### config.mk
export PLATFORM = sky130hd
export DESIGN_NAME = char_stream_tokenizer_top
export DESIGN_NICKNAME = d
export VERILOG_FILES = /design/src/rtl/cst_pkg.sv /design/src/rtl/cst_scan.sv /design/src/rtl/char_stream_tokenizer_top.sv
export SDC_FILE = /design/constraint.sdc
export NUM_CORES = 1
export LEC_CHECK = 0
export BUFFER_PORTS_ARGS = -buffer_cell sky130_fd_sc_hd__buf_2
export CAP_MARGIN = 40
export CORE_MARGIN = 3
export CORE_UTILIZATION = 56
export CTS_CLUSTER_SIZE = 12
export DETAILED_ROUTE_END_ITERATION = 12
export PLACE_DENSITY = 0.85
export SLEW_MARGIN = 20
export SYNTH_ARGS = -nofsm -noshare
export SYNTH_HDL_FRONTEND = slang
export SYNTH_HIERARCHICAL = 1
export SYNTH_SLANG_ARGS = --single-unit
export TNS_END_PERCENT = 30
### constraint.sdc
create_clock -name clk -period 8.06 [get_ports clk]
set_clock_uncertainty 0.1 [all_clocks]
set_input_delay 1.209 -clock clk [delete_from_list [all_inputs] [get_ports clk]]
set_output_delay 1.209 -clock clk [all_outputs]
set_load 0.01 [all_outputs]
### src/rtl/cst_pkg.sv
// Shared types, codes and helper functions for the character stream tokenizer.
`default_nettype none

package cst_pkg;

  // Field widths of the token outputs.
  localparam int LEN_BITS = 8;
  localparam int VAL_BITS = 32;
  localparam int KIND_BITS = 5;
  // Most tokens one source byte can produce.
  localparam int MAX_TOKS = 3;

  // Token kind codes.
  localparam logic [KIND_BITS-1:0] K_LPAREN  = 5'd0;
  localparam logic [KIND_BITS-1:0] K_RPAREN  = 5'd1;
  localparam logic [KIND_BITS-1:0] K_EQUAL   = 5'd2;
  localparam logic [KIND_BITS-1:0] K_COMMA   = 5'd3;
  localparam logic [KIND_BITS-1:0] K_TICK    = 5'd4;
  localparam logic [KIND_BITS-1:0] K_BTICK   = 5'd5;
  localparam logic [KIND_BITS-1:0] K_SEMI    = 5'd6;
  localparam logic [KIND_BITS-1:0] K_DOT     = 5'd7;
  localparam logic [KIND_BITS-1:0] K_HASH    = 5'd8;
  localparam logic [KIND_BITS-1:0] K_LBRACK  = 5'd9;
  localparam logic [KIND_BITS-1:0] K_RBRACK  = 5'd10;
  localparam logic [KIND_BITS-1:0] K_LBRACE  = 5'd11;
  localparam logic [KIND_BITS-1:0] K_RBRACE  = 5'd12;
  localparam logic [KIND_BITS-1:0] K_MINUS   = 5'd13;
  localparam logic [KIND_BITS-1:0] K_PLUS    = 5'd14;
  localparam logic [KIND_BITS-1:0] K_STAR    = 5'd15;
  localparam logic [KIND_BITS-1:0] K_PERCENT = 5'd16;
  localparam logic [KIND_BITS-1:0] K_LT      = 5'd17;
  localparam logic [KIND_BITS-1:0] K_GT      = 5'd18;
  localparam logic [KIND_BITS-1:0] K_COLON   = 5'd19;
  localparam logic [KIND_BITS-1:0] K_QUEST   = 5'd20;
  localparam logic [KIND_BITS-1:0] K_PIPE    = 5'd21;
  localparam logic [KIND_BITS-1:0] K_AMP     = 5'd22;
  localparam logic [KIND_BITS-1:0] K_CARET   = 5'd23;
  localparam logic [KIND_BITS-1:0] K_SLASH   = 5'd24;
  localparam logic [KIND_BITS-1:0] K_INT     = 5'd25;
  localparam logic [KIND_BITS-1:0] K_IDENT   = 5'd26;
  localparam logic [KIND_BITS-1:0] K_STRING  = 5'd27;
  localparam logic [KIND_BITS-1:0] K_UNKNOWN = 5'd28;
  localparam logic [KIND_BITS-1:0] K_EOF     = 5'd29;

  // Character constants.
  localparam logic [7:0] CH_NUL       = 8'h00;
  localparam logic [7:0] CH_TAB       = 8'h09;
  localparam logic [7:0] CH_LF        = 8'h0A;
  localparam logic [7:0] CH_CR        = 8'h0D;
  localparam logic [7:0] CH_SPACE     = 8'h20;
  localparam logic [7:0] CH_QUOTE     = 8'h22;
  localparam logic [7:0] CH_HASH      = 8'h23;
  localparam logic [7:0] CH_SLASH     = 8'h2F;
  localparam logic [7:0] CH_UNDERSCORE = 8'h5F;
  localparam logic [7:0] CH_BTICK     = 8'h60;

  // Scan modes.
  typedef enum logic [6:0] {
    M_IDLE    = 7'b0000001,
    M_INT     = 7'b0000010,
    M_IDENT   = 7'b0000100,
    M_STR     = 7'b0001000,
    M_COMMENT = 7'b0010000,
    M_SLASH   = 7'b0100000,
    M_DONE    = 7'b1000000
  } mode_t;

  // One input byte.
  typedef struct packed {
    logic [7:0] ch;
    logic       last;
  } in_t;

  // One token.
  typedef struct packed {
    logic [KIND_BITS-1:0] kind;
    logic [LEN_BITS-1:0]  length;
    logic [VAL_BITS-1:0]  value;
    logic                 unclosed;
    logic                 last_of_run;
  } out_t;

  // All tokens caused by one byte, in order, with their count.
  typedef struct packed {
    out_t [MAX_TOKS-1:0] toks;
    logic [1:0]          count;
  } batch_t;

  function automatic logic is_digit(input logic [7:0] c);
    return (c >= 8'h30) && (c <= 8'h39);
  endfunction

  function automatic logic is_word(input logic [7:0] c);
    return ((c >= 8'h61) && (c <= 8'h7A)) || ((c >= 8'h41) && (c <= 8'h5A)) ||
           (c == CH_UNDERSCORE);
  endfunction

  function automatic logic is_eol(input logic [7:0] c);
    return (c == CH_CR) || (c == CH_LF) || (c == CH_NUL);
  endfunction

  // Single-character punctuation: hit flag and kind.
  function automatic logic [KIND_BITS:0] punct_kind(input logic [7:0] c);
    logic [KIND_BITS:0] r;
    r = {1'b1, K_UNKNOWN};
    case (c)
      8'h28:    r[KIND_BITS-1:0] = K_LPAREN;
      8'h29:    r[KIND_BITS-1:0] = K_RPAREN;
      8'h3D:    r[KIND_BITS-1:0] = K_EQUAL;
      8'h2C:    r[KIND_BITS-1:0] = K_COMMA;
      8'h27:    r[KIND_BITS-1:0] = K_TICK;
      CH_BTICK: r[KIND_BITS-1:0] = K_BTICK;
      8'h3B:    r[KIND_BITS-1:0] = K_SEMI;
      8'h2E:    r[KIND_BITS-1:0] = K_DOT;
      CH_HASH:  r[KIND_BITS-1:0] = K_HASH;
      8'h5B:    r[KIND_BITS-1:0] = K_LBRACK;
      8'h5D:    r[KIND_BITS-1:0] = K_RBRACK;
      8'h7B:    r[KIND_BITS-1:0] = K_LBRACE;
      8'h7D:    r[KIND_BITS-1:0] = K_RBRACE;
      8'h2D:    r[KIND_BITS-1:0] = K_MINUS;
      8'h2B:    r[KIND_BITS-1:0] = K_PLUS;
      8'h2A:    r[KIND_BITS-1:0] = K_STAR;
      8'h25:    r[KIND_BITS-1:0] = K_PERCENT;
      8'h3C:    r[KIND_BITS-1:0] = K_LT;
      8'h3E:    r[KIND_BITS-1:0] = K_GT;
      8'h3A:    r[KIND_BITS-1:0] = K_COLON;
      8'h3F:    r[KIND_BITS-1:0] = K_QUEST;
      8'h7C:    r[KIND_BITS-1:0] = K_PIPE;
      8'h26:    r[KIND_BITS-1:0] = K_AMP;
      8'h5E:    r[KIND_BITS-1:0] = K_CARET;
      default:  r[KIND_BITS] = 1'b0;
    endcase
    return r;
  endfunction

  // Saturating length increment.
  function automatic logic [LEN_BITS-1:0] len_inc(input logic [LEN_BITS-1:0] l);
    return (l == {LEN_BITS{1'b1}}) ? l : l + 1'b1;
  endfunction

  // Saturating decimal accumulate: v * 10 + d, built from shifts and adds.
  function automatic logic [VAL_BITS-1:0] val_acc(input logic [VAL_BITS-1:0] v,
                                                  input logic [3:0] d);
    logic [VAL_BITS+3:0] w;
    w = ({4'b0, v} << 3) + ({4'b0, v} << 1) + (VAL_BITS+4)'(d);
    return (w[VAL_BITS+3:VAL_BITS] != 4'b0) ? {VAL_BITS{1'b1}} : w[VAL_BITS-1:0];
  endfunction

  function automatic out_t mk_tok(input logic [KIND_BITS-1:0] kind,
                                  input logic [LEN_BITS-1:0] len,
                                  input logic [VAL_BITS-1:0] val,
                                  input logic unc);
    out_t t;
    t.kind        = kind;
    t.length      = len;
    t.value       = val;
    t.unclosed    = unc;
    t.last_of_run = 1'b0;
    return t;
  endfunction

endpackage

`default_nettype wire

### src/rtl/cst_scan.sv
// Scan state registers and the per-byte token generation logic.
`default_nettype none

module cst_scan (
  input  wire logic           clk,
  input  wire logic           rst_n,
  input  wire logic           step,
  input  wire cst_pkg::in_t   in_data,
  output cst_pkg::batch_t     batch
);
  import cst_pkg::*;

  mode_t                mode_r, mode_nxt;
  logic [LEN_BITS-1:0]  len_r, len_nxt;
  logic [VAL_BITS-1:0]  val_r, val_nxt;

  // Candidate tokens in output order: ended token, token from the new
  // byte, flushed token at end of file, end-of-file token.
  out_t [3:0] cand;
  logic [3:0] cand_vld;
  logic       do_idle;
  logic [KIND_BITS:0] pk;
  logic [7:0] c;

  assign c  = in_data.ch;
  assign pk = punct_kind(c);

  // Next scan state and candidate tokens.
  always_comb begin
    mode_nxt = mode_r;
    len_nxt  = len_r;
    val_nxt  = val_r;
    cand     = '0;
    cand_vld = '0;
    do_idle  = 1'b0;
    if (step && (mode_r != M_DONE)) begin
      case (mode_r)
        M_INT: begin
          if (is_digit(c)) begin
            len_nxt = len_inc(len_r);
            val_nxt = val_acc(val_r, c[3:0]);
          end else if (is_word(c)) begin
            mode_nxt = M_IDENT;
            val_nxt  = '0;
            len_nxt  = len_inc(len_r);
          end else begin
            cand[0]     = mk_tok(K_INT, len_r, val_r, 1'b0);
            cand_vld[0] = 1'b1;
            do_idle     = 1'b1;
          end
        end
        M_IDENT: begin
          if (is_word(c) || is_digit(c)) begin
            len_nxt = len_inc(len_r);
          end else begin
            cand[0]     = mk_tok(K_IDENT, len_r, '0, 1'b0);
            cand_vld[0] = 1'b1;
            do_idle     = 1'b1;
          end
        end
        M_STR: begin
          if ((c == CH_QUOTE) || is_eol(c)) begin
            cand[0]     = mk_tok(K_STRING, len_r, '0, is_eol(c));
            cand_vld[0] = 1'b1;
            mode_nxt    = M_IDLE;
            len_nxt     = '0;
          end else begin
            len_nxt = len_inc(len_r);
          end
        end
        M_COMMENT: begin
          if (is_eol(c)) begin
            mode_nxt = M_IDLE;
          end
        end
        M_SLASH: begin
          if (c == CH_SLASH) begin
            mode_nxt = M_COMMENT;
          end else begin
            cand[0]     = mk_tok(K_SLASH, LEN_BITS'(1), '0, 1'b0);
            cand_vld[0] = 1'b1;
            do_idle     = 1'b1;
          end
        end
        default: begin
          do_idle = 1'b1;
        end
      endcase

      // Start of a new token from the idle mode.
      if (do_idle) begin
        mode_nxt = M_IDLE;
        len_nxt  = '0;
        val_nxt  = '0;
        if ((c == CH_SPACE) || (c == CH_TAB) || is_eol(c)) begin
          mode_nxt = M_IDLE;
        end else if (c == CH_SLASH) begin
          mode_nxt = M_SLASH;
        end else if (pk[KIND_BITS]) begin
          cand[1]     = mk_tok(pk[KIND_BITS-1:0], LEN_BITS'(1), '0, 1'b0);
          cand_vld[1] = 1'b1;
        end else if (is_digit(c)) begin
          mode_nxt = M_INT;
          len_nxt  = LEN_BITS'(1);
          val_nxt  = VAL_BITS'(c[3:0]);
        end else if (is_word(c)) begin
          mode_nxt = M_IDENT;
          len_nxt  = LEN_BITS'(1);
        end else if (c == CH_QUOTE) begin
          mode_nxt = M_STR;
        end else begin
          cand[1]     = mk_tok(K_UNKNOWN, LEN_BITS'(1), '0, 1'b0);
          cand_vld[1] = 1'b1;
        end
      end

      // Final byte: flush the pending token, then end of file.
      if (in_data.last) begin
        case (mode_nxt)
          M_INT: begin
            cand[2]     = mk_tok(K_INT, len_nxt, val_nxt, 1'b0);
            cand_vld[2] = 1'b1;
          end
          M_IDENT: begin
            cand[2]     = mk_tok(K_IDENT, len_nxt, '0, 1'b0);
            cand_vld[2] = 1'b1;
          end
          M_STR: begin
            cand[2]     = mk_tok(K_STRING, len_nxt, '0, 1'b1);
            cand_vld[2] = 1'b1;
          end
          M_SLASH: begin
            cand[2]     = mk_tok(K_SLASH, LEN_BITS'(1), '0, 1'b0);
            cand_vld[2] = 1'b1;
          end
          default: begin
            cand_vld[2] = 1'b0;
          end
        endcase
        cand[3]     = mk_tok(K_EOF, '0, '0, 1'b0);
        cand_vld[3] = 1'b1;
        mode_nxt    = M_DONE;
        len_nxt     = '0;
        val_nxt     = '0;
      end
    end
  end

  // Pack the valid candidates in order and mark the final one.
  always_comb begin
    logic [1:0] n;
    n     = 2'd0;
    batch = '0;
    for (int i = 0; i < 4; i++) begin
      if (cand_vld[i] && (n != 2'd3)) begin
        batch.toks[n] = cand[i];
        n = n + 2'd1;
      end
    end
    for (int k = 0; k < MAX_TOKS; k++) begin
      batch.toks[k].last_of_run = (2'(k + 1) == n);
    end
    batch.count = n;
  end

  // Scan state.
  always_ff @(posedge clk) begin
    if (!rst_n) begin
      mode_r <= M_IDLE;
      len_r  <= '0;
      val_r  <= '0;
    end else begin
      mode_r <= mode_nxt;
      len_r  <= len_nxt;
      val_r  <= val_nxt;
    end
  end

  // Once end of file is sent, no byte yields a token.
  a_done_silent: assert property (@(posedge clk) disable iff (!rst_n)
    (step && (mode_r == M_DONE)) |-> (batch.count == 2'd0))
    else $error("token produced after end of file");

  // The idle mode holds no partial token.
  a_idle_clear: assert property (@(posedge clk) disable iff (!rst_n)
    (mode_r == M_IDLE) |-> ((len_r == '0) && (val_r == '0)))
    else $error("idle mode with leftover token state");

  // A final byte always closes the stream.
  a_last_done: assert property (@(posedge clk) disable iff (!rst_n)
    (step && in_data.last) |=> (mode_r == M_DONE))
    else $error("final byte did not end the stream");

endmodule

`default_nettype wire

### src/rtl/char_stream_tokenizer_top.sv
// Top level of the character stream tokenizer: handshakes and result buffer.
// The first token of a byte is offered in the cycle after the byte is accepted.
// Throughput: one byte per cycle while each byte yields at most one token and the output
// is not stalled; a byte that yields more than one token (up to three) holds the input
// until the single result port has drained the per-byte token buffer to its last token.
// Reset: synchronous active-low rst_n returns the scanner to idle and empties the buffer.
`default_nettype none

module char_stream_tokenizer_top (
  input  wire logic      clk,
  input  wire logic      rst_n,
  input  wire logic      in_valid,
  output logic           in_ready,
  input  wire cst_pkg::in_t in_data,
  output logic           out_valid,
  input  wire logic      out_ready,
  output cst_pkg::out_t  out_data
);
  import cst_pkg::*;

  batch_t              batch;
  out_t [MAX_TOKS-1:0] toks_r;
  logic [1:0]          cnt_r;
  logic                in_fire;
  logic                out_fire;

  // Take a new byte while the buffer is empty or empties this cycle.
  assign in_ready  = (cnt_r == 2'd0) || ((cnt_r == 2'd1) && out_ready);
  assign in_fire   = in_valid && in_ready;
  assign out_valid = (cnt_r != 2'd0);
  assign out_fire  = out_valid && out_ready;
  assign out_data  = toks_r[0];

  cst_scan u_scan (
    .clk     (clk),
    .rst_n   (rst_n),
    .step    (in_fire),
    .in_data (in_data),
    .batch   (batch)
  );

  // Result buffer: loaded with all tokens of a byte, shifted out one per transaction.
  always_ff @(posedge clk) begin
    if (!rst_n) begin
      cnt_r <= 2'd0;
    end else if (in_fire) begin
      cnt_r <= batch.count;
    end else if (out_fire) begin
      cnt_r <= cnt_r - 2'd1;
    end
  end

  always_ff @(posedge clk) begin
    if (in_fire) begin
      toks_r <= batch.toks;
    end else if (out_fire) begin
      toks_r[0] <= toks_r[1];
      toks_r[1] <= toks_r[2];
    end
  end

  // The head token is the final one of its byte exactly when one remains.
  a_run_end: assert property (@(posedge clk) disable iff (!rst_n)
    (cnt_r != 2'd0) |-> (toks_r[0].last_of_run == (cnt_r == 2'd1)))
    else $error("last_of_run does not match buffer count");

  // End of file is always the final token of its byte.
  a_eof_last: assert property (@(posedge clk) disable iff (!rst_n)
    (out_valid && (out_data.kind == K_EOF)) |-> out_data.last_of_run)
    else $error("end of file is not the final token");

  // Draining one of several tokens leaves the next one offered.
  a_drain: assert property (@(posedge clk) disable iff (!rst_n)
    (out_fire && !in_fire && (cnt_r > 2'd1)) |=> out_valid)
    else $error("buffered token lost");

endmodule

`default_nettype wire
==> impl_metrics.csv, run 1 <==
group,metric,value,unit
power_and_ir_drop,p_per_area,238.7,nW/um^2
finish,syn_to_final_growth,5.044,%
floorplanning,die_w,161.5,microns
synth,synth_edf_count,141,
synth,synth_ff_type,"edfxtp_1",
timing,fmax,148.3,MHz
synth,async_flop_share,0,%
detailed_routing,maxUsedRoutingLayer,"met4",
clocking,tritoncts,"yes",
timing,setup_viol,0,
power_and_ir_drop,ir_drop,0.2794,mV
timing,worstMarginPinSlew,0.9243,ns
global_routing,grt_usage,28.32,%
clocking,clk_pin_slew,0.07,ns
clocking,cts-resized-gates,0,
clocking,cts.path.max_buffers,2,
power_and_ir_drop,p_total,3396,uW
setup_path,cp.required,8.14,ns
setup_path,r2r_cells,15,
timing,grt_setup_unrepaired,"no",
setup_path,startpoint_type,"primary input",
finish,layout.nets,1526,
global_routing,antenna_found_initial,1,
synth,ys_seq_area_share,38.51,%
synth,ys_types,94,
detailed_routing,vias_per_cell,6.616,
synth,synth_nets,1557,
detailed_routing,drt-pass1-iter-count,6,
synth,syn-cell-area,13540,sq um
detailed_routing,drc,0,
finish,drive_gt1_share,16.06,%
timing,min_period,6.745,ns
floorplanning,rows,56,
detailed_routing,finalWirelength,37.66,mm
hold_path,holdPathStages,2,
setup_path,worstReg2RegStart,"u_scan/mode_r[0]$_SDFFE_PN1P_",
finish,final_core_util,60.25,%
floorplanning,core,23610,sq um
floorplanning,die_area,26090,sq um
detailed_routing,num_vias,11717,
synth,synthCells,1469,
setup_path,crit_type,"primary input to register",
finish,mostFrequentLayoutCells,"171 x nand2_1, 160 x nor2_1, 141 x edfxtp_1",
floorplanning,io_pins,62,
timing,tns,0,ns
placed_design,gp_congestion,0.9794,
synth,syn_avg_cell_area,9.219,sq um
hold_path,min-delay-path-class,"register to register",
global_routing,grt_max_degree,51,
hold_path,hp-start,"cnt_r[1]$_SDFFE_PN0P_",
setup_path,cp_max_fo,23,
global_routing,grt_first_pass_wirelength,59.82,mm
power_and_ir_drop,p_leak,0.005654,uW
clocking,clockRootBuffer,"clkbuf_16",
timing,hold_violations,0,
clocking,numCtsBuffers,17,
clocking,postCtsSetupBuffers,0,
timing,finalCritPeriodShare,83.68,%
timing,report.final.slew_viol_count,0,
clocking,clock-sinks,190,
finish,final_common_cell,"nand2_1",
detailed_routing,drt_iter0_markers,2072,
detailed_routing,antenna_left,0,
placed_design,hpwlAfterDp,26.93,mm
detailed_routing,post_drt_wl_per_cell,21.26,microns
floorplanning,dieHeight,161.5,microns
synth,ys_ff_latch,190,
clocking,cts_hold_buf,0,
global_routing,grt_overflow_total,0,
clocking,htreeDepth,4,
run,cap_violations,0,
setup_path,endpoint_kind,"register",
finish,stdcell_area,14230,sq um
detailed_routing,wl_met1,15.80,mm
detailed_routing,dr_wl_met3,4.528,mm
placed_design,port_buffers,61,
detailed_routing,met2_length,16.49,mm
floorplanning,start_util,57.35,%
synth,yosysWarningCount,6,
global_routing,grt_pass1_vias,10919,
setup_path,cp.arrival,6.82,ns
timing,max_slew_margin,37.96,%
setup_path,r2r_end,"out_data[4]$_DFFE_PP_",
placed_design,post_dp_cell_area,13600,sq um
status,outcome,"finished clean",
hold_path,min_to,"cnt_r[1]$_SDFFE_PN0P_",
setup_path,regToRegSetupSlack,1.97,ns
clocking,clkLatencyLatePin,0.43,ns
where the power goes:
group / internal [uW] / switching [uW]
logic: 410 / 587
clock network: 442 / 405
registers: 1460 / 91.0
worst max path at each step:
stage / startpoint / end / slack (ns) / cells after the start
floorplan: out_ready / out_data[5]$_DFFE_PP_ / 1.61 / 21
global placement: in_data[2] / out_data[5]$_DFFE_PP_ / 1.32 / 18
detailed placement: in_data[2] / out_data[4]$_DFFE_PP_ / 1.05 / 18
CTS: in_data[2] / out_data[4]$_DFFE_PP_ / 1.49 / 18
global route: in_data[2] / out_data[5]$_DFFE_PP_ / 0.83 / 18
finish: in_data[2] / out_data[4]$_DFFE_PP_ / 1.32 / 18
area by class of cell:
cell class	instances	area [sq um]
tap	319	399.1
inverter	31	116.4
clock buffer	17	425.4
multi-input combinational	1123	7461
antenna	1	2.502
clock inverter	15	168.9
sequential	190	5215
timing repair buffer	75	437.9
fill	1939	9387
through the flow:
| stage | instances | worst slack, ns | hold WS (ns) |
|---|---|---|---|
| floorplan | 1469 | 1.610 | 0.3887 |
| global placement | 1733 | 1.321 | 0.4040 |
| detailed placement | 1735 | 1.053 | 0.4168 |
| CTS | 1767 | 1.494 | 0.4391 |
| global route | 1770 | 0.8343 | 0.4592 |
| finish | 1771 | 1.315 | 0.4355 |
cells in the mapped netlist (12+ instances only):
cell / number / area share [%]
o211ai_1: 16 / 0.89
inv_1: 28 / 0.78
buf_2: 18 / 0.67
o21a_1: 13 / 0.72
nor2_1: 160 / 4.4
buf_4: 54 / 3.0
nand2_1: 171 / 4.7
ha_1: 73 / 6.7
o21ai_0: 125 / 4.6
edfxtp_1: 141 / 31
nor3_1: 29 / 1.1
a22oi_1: 12 / 0.67
nor2b_1: 26 / 1.2
xnor2_1: 17 / 1.1
nand4_1: 13 / 0.60
dfxtp_1: 49 / 7.2
clkbuf_1: 44 / 1.2
a211oi_1: 26 / 1.4
mux2_4: 27 / 3.0
nand3_1: 32 / 1.2
xor2_1: 18 / 1.2
a21oi_1: 92 / 3.4
mux2_2: 69 / 5.7
and2_1: 12 / 0.55
critical path, cell delays in order:
cell and delay [ns]:
buf_2 0.35, nor2b_1 0.38, a22oi_1 0.17, o211ai_1 0.26
buf_4 0.30, nand2_1 0.20, nor4_1 0.36, nand3_1 0.28
ha_1 0.53, xnor2_1 0.42, inv_1 0.12, ha_1 0.24
nor2_1 0.57, nand2_1 0.32, nand3_1 0.45, nor2_1 0.10
a221o_1 0.28, mux2_2 0.26
layer usage:
layer,vias up,GRT usage (%)
li1,5298,-
met1,5545,42.60
met2,781,42.25
met3,93,5.232
met4,0,7.079
met5,-,0
flip-flops by register name, indices dropped and copies added (netlist names):
register and count:
out_data 47, u_scan/val_r 32, cnt_r 2, toks_r 94, u_scan/mode_r 7, u_scan/len_r 8
cells by family after synthesis:
kind of cell / Yosys count / share of synthesized area (%)
and+or+nand+nor: 517 / 17.98
AOI/OAI and AO/OA: 398 / 18.90
DFF: 190 / 38.51
buffers and inverters: 156 / 6.430
muxes: 98 / 8.878
adders and majority gates: 75 / 7.040
xor gates and xnor gates: 35 / 2.263
(Power assumes the default switching activity.)
==> inputs of run 2 (changes only) <==
- ABC_AREA: default -> 1
- PLACE_DENSITY: 0.85 -> 0.87
- clock period: 8.06 -> 5.8 ns (I/O delays scaled with it)
==> run 2 against run 1 <==
  * Total power rose by 40%
  * Flip-flop and latch count unchanged
  * Register-to-register slack lost 1.4 ns
  * Sequential power increased by 41%
  * Critical path type is now register to register
  * Wire length is 4.4% higher
  * Synthesized cell count up 44%
  * Sequential share of layout area is 2.7 points lower
  * First-iteration DRC count is 0.63% lower
  * Synthesized area grew 8.1%
  * Critical endpoint is now toks_r[76]$_DFFE_PP_
  * Non-clock buffer count increased by 12
==> impl_metrics.csv, run 2 <==
group,metric,value,unit
floorplanning,dieHeight,167.7,microns
detailed_routing,num_vias,13965,
synth,ys_seq_area_share,35.62,%
finish,layout.nets,2178,
synth,synth_top_area_share,28.92,%
detailed_routing,post_drt_wl_per_cell,16.17,microns
clocking,htreeDepth,4,
clocking,clock-sinks,190,
setup_path,cp.required,6.00,ns
setup_path,cp_max_fo,27,
clocking,clockRootBuffer,"clkbuf_16",
setup_path,crit_type,"register to register",
setup_path,cpPeakStageDelay,0.68,ns
timing,setup_viol,0,
power_and_ir_drop,ir_drop,0.3501,mV
synth,ys_types,50,
detailed_routing,finalWirelength,39.33,mm
timing,grt_setup_unrepaired,"no",
global_routing,grt_first_pass_wirelength,64.48,mm
timing,max_slew_margin,45.17,%
finish,stdcell_area,15340,sq um
global_routing,grt_max_degree,67,
global_routing,grt_usage,27.46,%
power_and_ir_drop,seqPwrFrac,46.0,%
timing,worstMarginPinSlew,0.8200,ns
synth,synth_nets,2206,
setup_path,critPathSlowestCell,"nand4_1",
global_routing,antenna_found_initial,0,
hold_path,min-delay-path-class,"register to register",
placed_design,hpwlAfterDp,28.16,mm
setup_path,cp_common_cell,"nand2_1",
finish,final_common_cell,"nand2_1",
placed_design,dp_slack,0.5653,ns
power_and_ir_drop,p_total,4767,uW
clocking,clkLatencyLatePin,0.44,ns
run,cap_violations,0,
synth,ys_ff_latch,190,
power_and_ir_drop,p_per_area,310.8,nW/um^2
finish,mostFrequentLayoutCells,"772 x nand2_1, 217 x inv_1, 210 x nor2_1",
timing,report.final.slew_viol_count,0,
timing,hold_violations,0,
synth,yosys-top-cells-count,"773 x nand2_1, 217 x inv_1, 213 x nor2_1, 180 x nand3_1, 141 x edfxtp_1",
floorplanning,rows,58,
clocking,cts.path.max_buffers,2,
synth,synth_ff_type,"edfxtp_1",
synth,syn_avg_cell_area,6.913,sq um
setup_path,cp.arrival,5.45,ns
clocking,tritoncts,"yes",
clocking,cts_hold_buf,0,
placed_design,port_buffers,61,
status,outcome,"finished clean",
detailed_routing,drc,0,
synth,synthCells,2118,
synth,syn-cell-area,14640,sq um
detailed_routing,drt-pass1-iter-count,6,
floorplanning,die_area,28120,sq um
synth,synth_edf_count,141,
floorplanning,die_w,167.7,microns
power_and_ir_drop,switching_share,35.92,%
synth,yosysWarningCount,6,
synth,yosys.cell_count.top_type,"nand2_1",
timing,tns,0,ns
finish,largest_register_ffs,94,
timing,fmax,190.7,MHz
clocking,cts-resized-gates,0,
clocking,postCtsSetupBuffers,0,
setup_path,endpoint_kind,"register",
power_and_ir_drop,power.switching,1712,uW
finish,antennaDiodeCount,0,
detailed_routing,vias_per_cell,5.740,
floorplanning,core,25470,sq um
placed_design,post_dp_cell_area,14760,sq um
power_and_ir_drop,p_leak,0.007115,uW
timing,setup_ws,0.5548,ns
power_and_ir_drop,p_comb_share,30.6,%
placed_design,gp_congestion,0.9614,
setup_path,path_buf_inv,7,
power_and_ir_drop,internal_power,3055,uW
synth,synthTopCellsByArea,"edfxtp_1 29%, nand2_1 20%, dfxtp_1 6.7%, ha_1 6.2%, nand3_1 6.2%",
placed_design,place_inst,2400,
finish,drive_gt1_share,10.03,%
timing,finalCritPeriodShare,90.43,%
floorplanning,io_pins,62,
setup_path,cp_top_family,"simple AND/OR/NAND/NOR gates",
setup_path,startpoint_type,"register",
detailed_routing,drt_iter0_markers,2059,
finish,finalNonFillerCells,2433,
finish,largest-register,"toks_r",
global_routing,grt_pass1_vias,13196,
power_and_ir_drop,power.share.clock,23.4,%
timing,min_period,5.245,ns
synth,yosysTopAreaCell,"edfxtp_1",
global_routing,grt_overflow_total,0,
finish,syn_to_final_growth,4.751,%
clocking,clk_pin_slew,0.07,ns
clocking,numCtsBuffers,17,
detailed_routing,antenna_left,0,
synth,async_flop_share,0,%
floorplanning,start_util,57.48,%
[run 2: changes by cell type after synthesis, sizes merged, moves of 45 or more]
| cell | delta |
|---|---|
| nand2 | +615 |
| inv | +200 |
| nand3 | +155 |
| mux2 | -96 |
| o21ai | -81 |
| nor2 | +60 |
| a21oi | +45 |
[run 2: through the flow]
stage | hold slack (ns) | util (%)
6_report | 0.3928 | 60.21
5_1_grt | 0.4040 | 60.21
4_1_cts | 0.3889 | 60.13
3_5_place_dp | 0.3773 | 57.95
3_3_place_gp | 0.3784 | 57.52
2_1_floorplan | 0.3591 | -
[run 2: logic make-up after synthesis]
family          Yosys count  synth area share [%]
xor+xnor                 22                 1.316
buf+inv                 366                 12.03
compound gates          217                 8.810
simple gates           1248                 35.71
fa+ha+maj                75                 6.512
flops                   190                 35.62
[run 2: routing by layer]
layer  vias up  track usage (%)  wire length (microns)
met5         -                0                      0
met4         0            8.004                    774
met3       100            6.280                   4971
met2       853            43.80                  17620
met1      6313            37.66                  15970
li1       6699                -                      -
[run 2: power by group through the flow]
stage	Combinational, uW	Clock [uW]	Sequential, uW
floorplan	1200	0	2220
global placement	1350	0	2210
detailed placement	1420	0	2230
CTS	1420	1120	2200
global route	1600	1170	2230
finish	1460	1120	2190
[run 2: area by class of cell]
| cell class | count | area [sq um] |
|---|---|---|
| Clock buffer | 17 | 425.4 |
| Clock inverter | 15 | 130.1 |
| Fill cell | 2210 | 10130 |
| Inverter | 232 | 875.8 |
| Multi-Input combinational cell | 1562 | 7680 |
| Sequential cell | 190 | 5215 |
| Tap cell | 330 | 412.9 |
| Timing Repair Buffer | 87 | 598.1 |
[run 2: worst paths after layout]
check | startpoint | to | slack (ns) | depth (start not counted)
max reg2reg | u_scan/mode_r[6]$_SDFFE_PN0P_ | toks_r[76]$_DFFE_PP_ | 0.55 | 26
min | u_scan/len_r[7]$_SDFFE_PN0P_ | u_scan/len_r[7]$_SDFFE_PN0P_ | 0.39 | 2
max | u_scan/mode_r[6]$_SDFFE_PN0P_ | toks_r[76]$_DFFE_PP_ | 0.55 | 26
min reg2reg | u_scan/len_r[7]$_SDFFE_PN0P_ | u_scan/len_r[7]$_SDFFE_PN0P_ | 0.39 | 2
[run 2: tightest hold or removal path, stage by stage (launching register included)]
cell     delay [ns]
dfxtp_1        0.33
nand2_1        0.06
a21oi_1        0.06
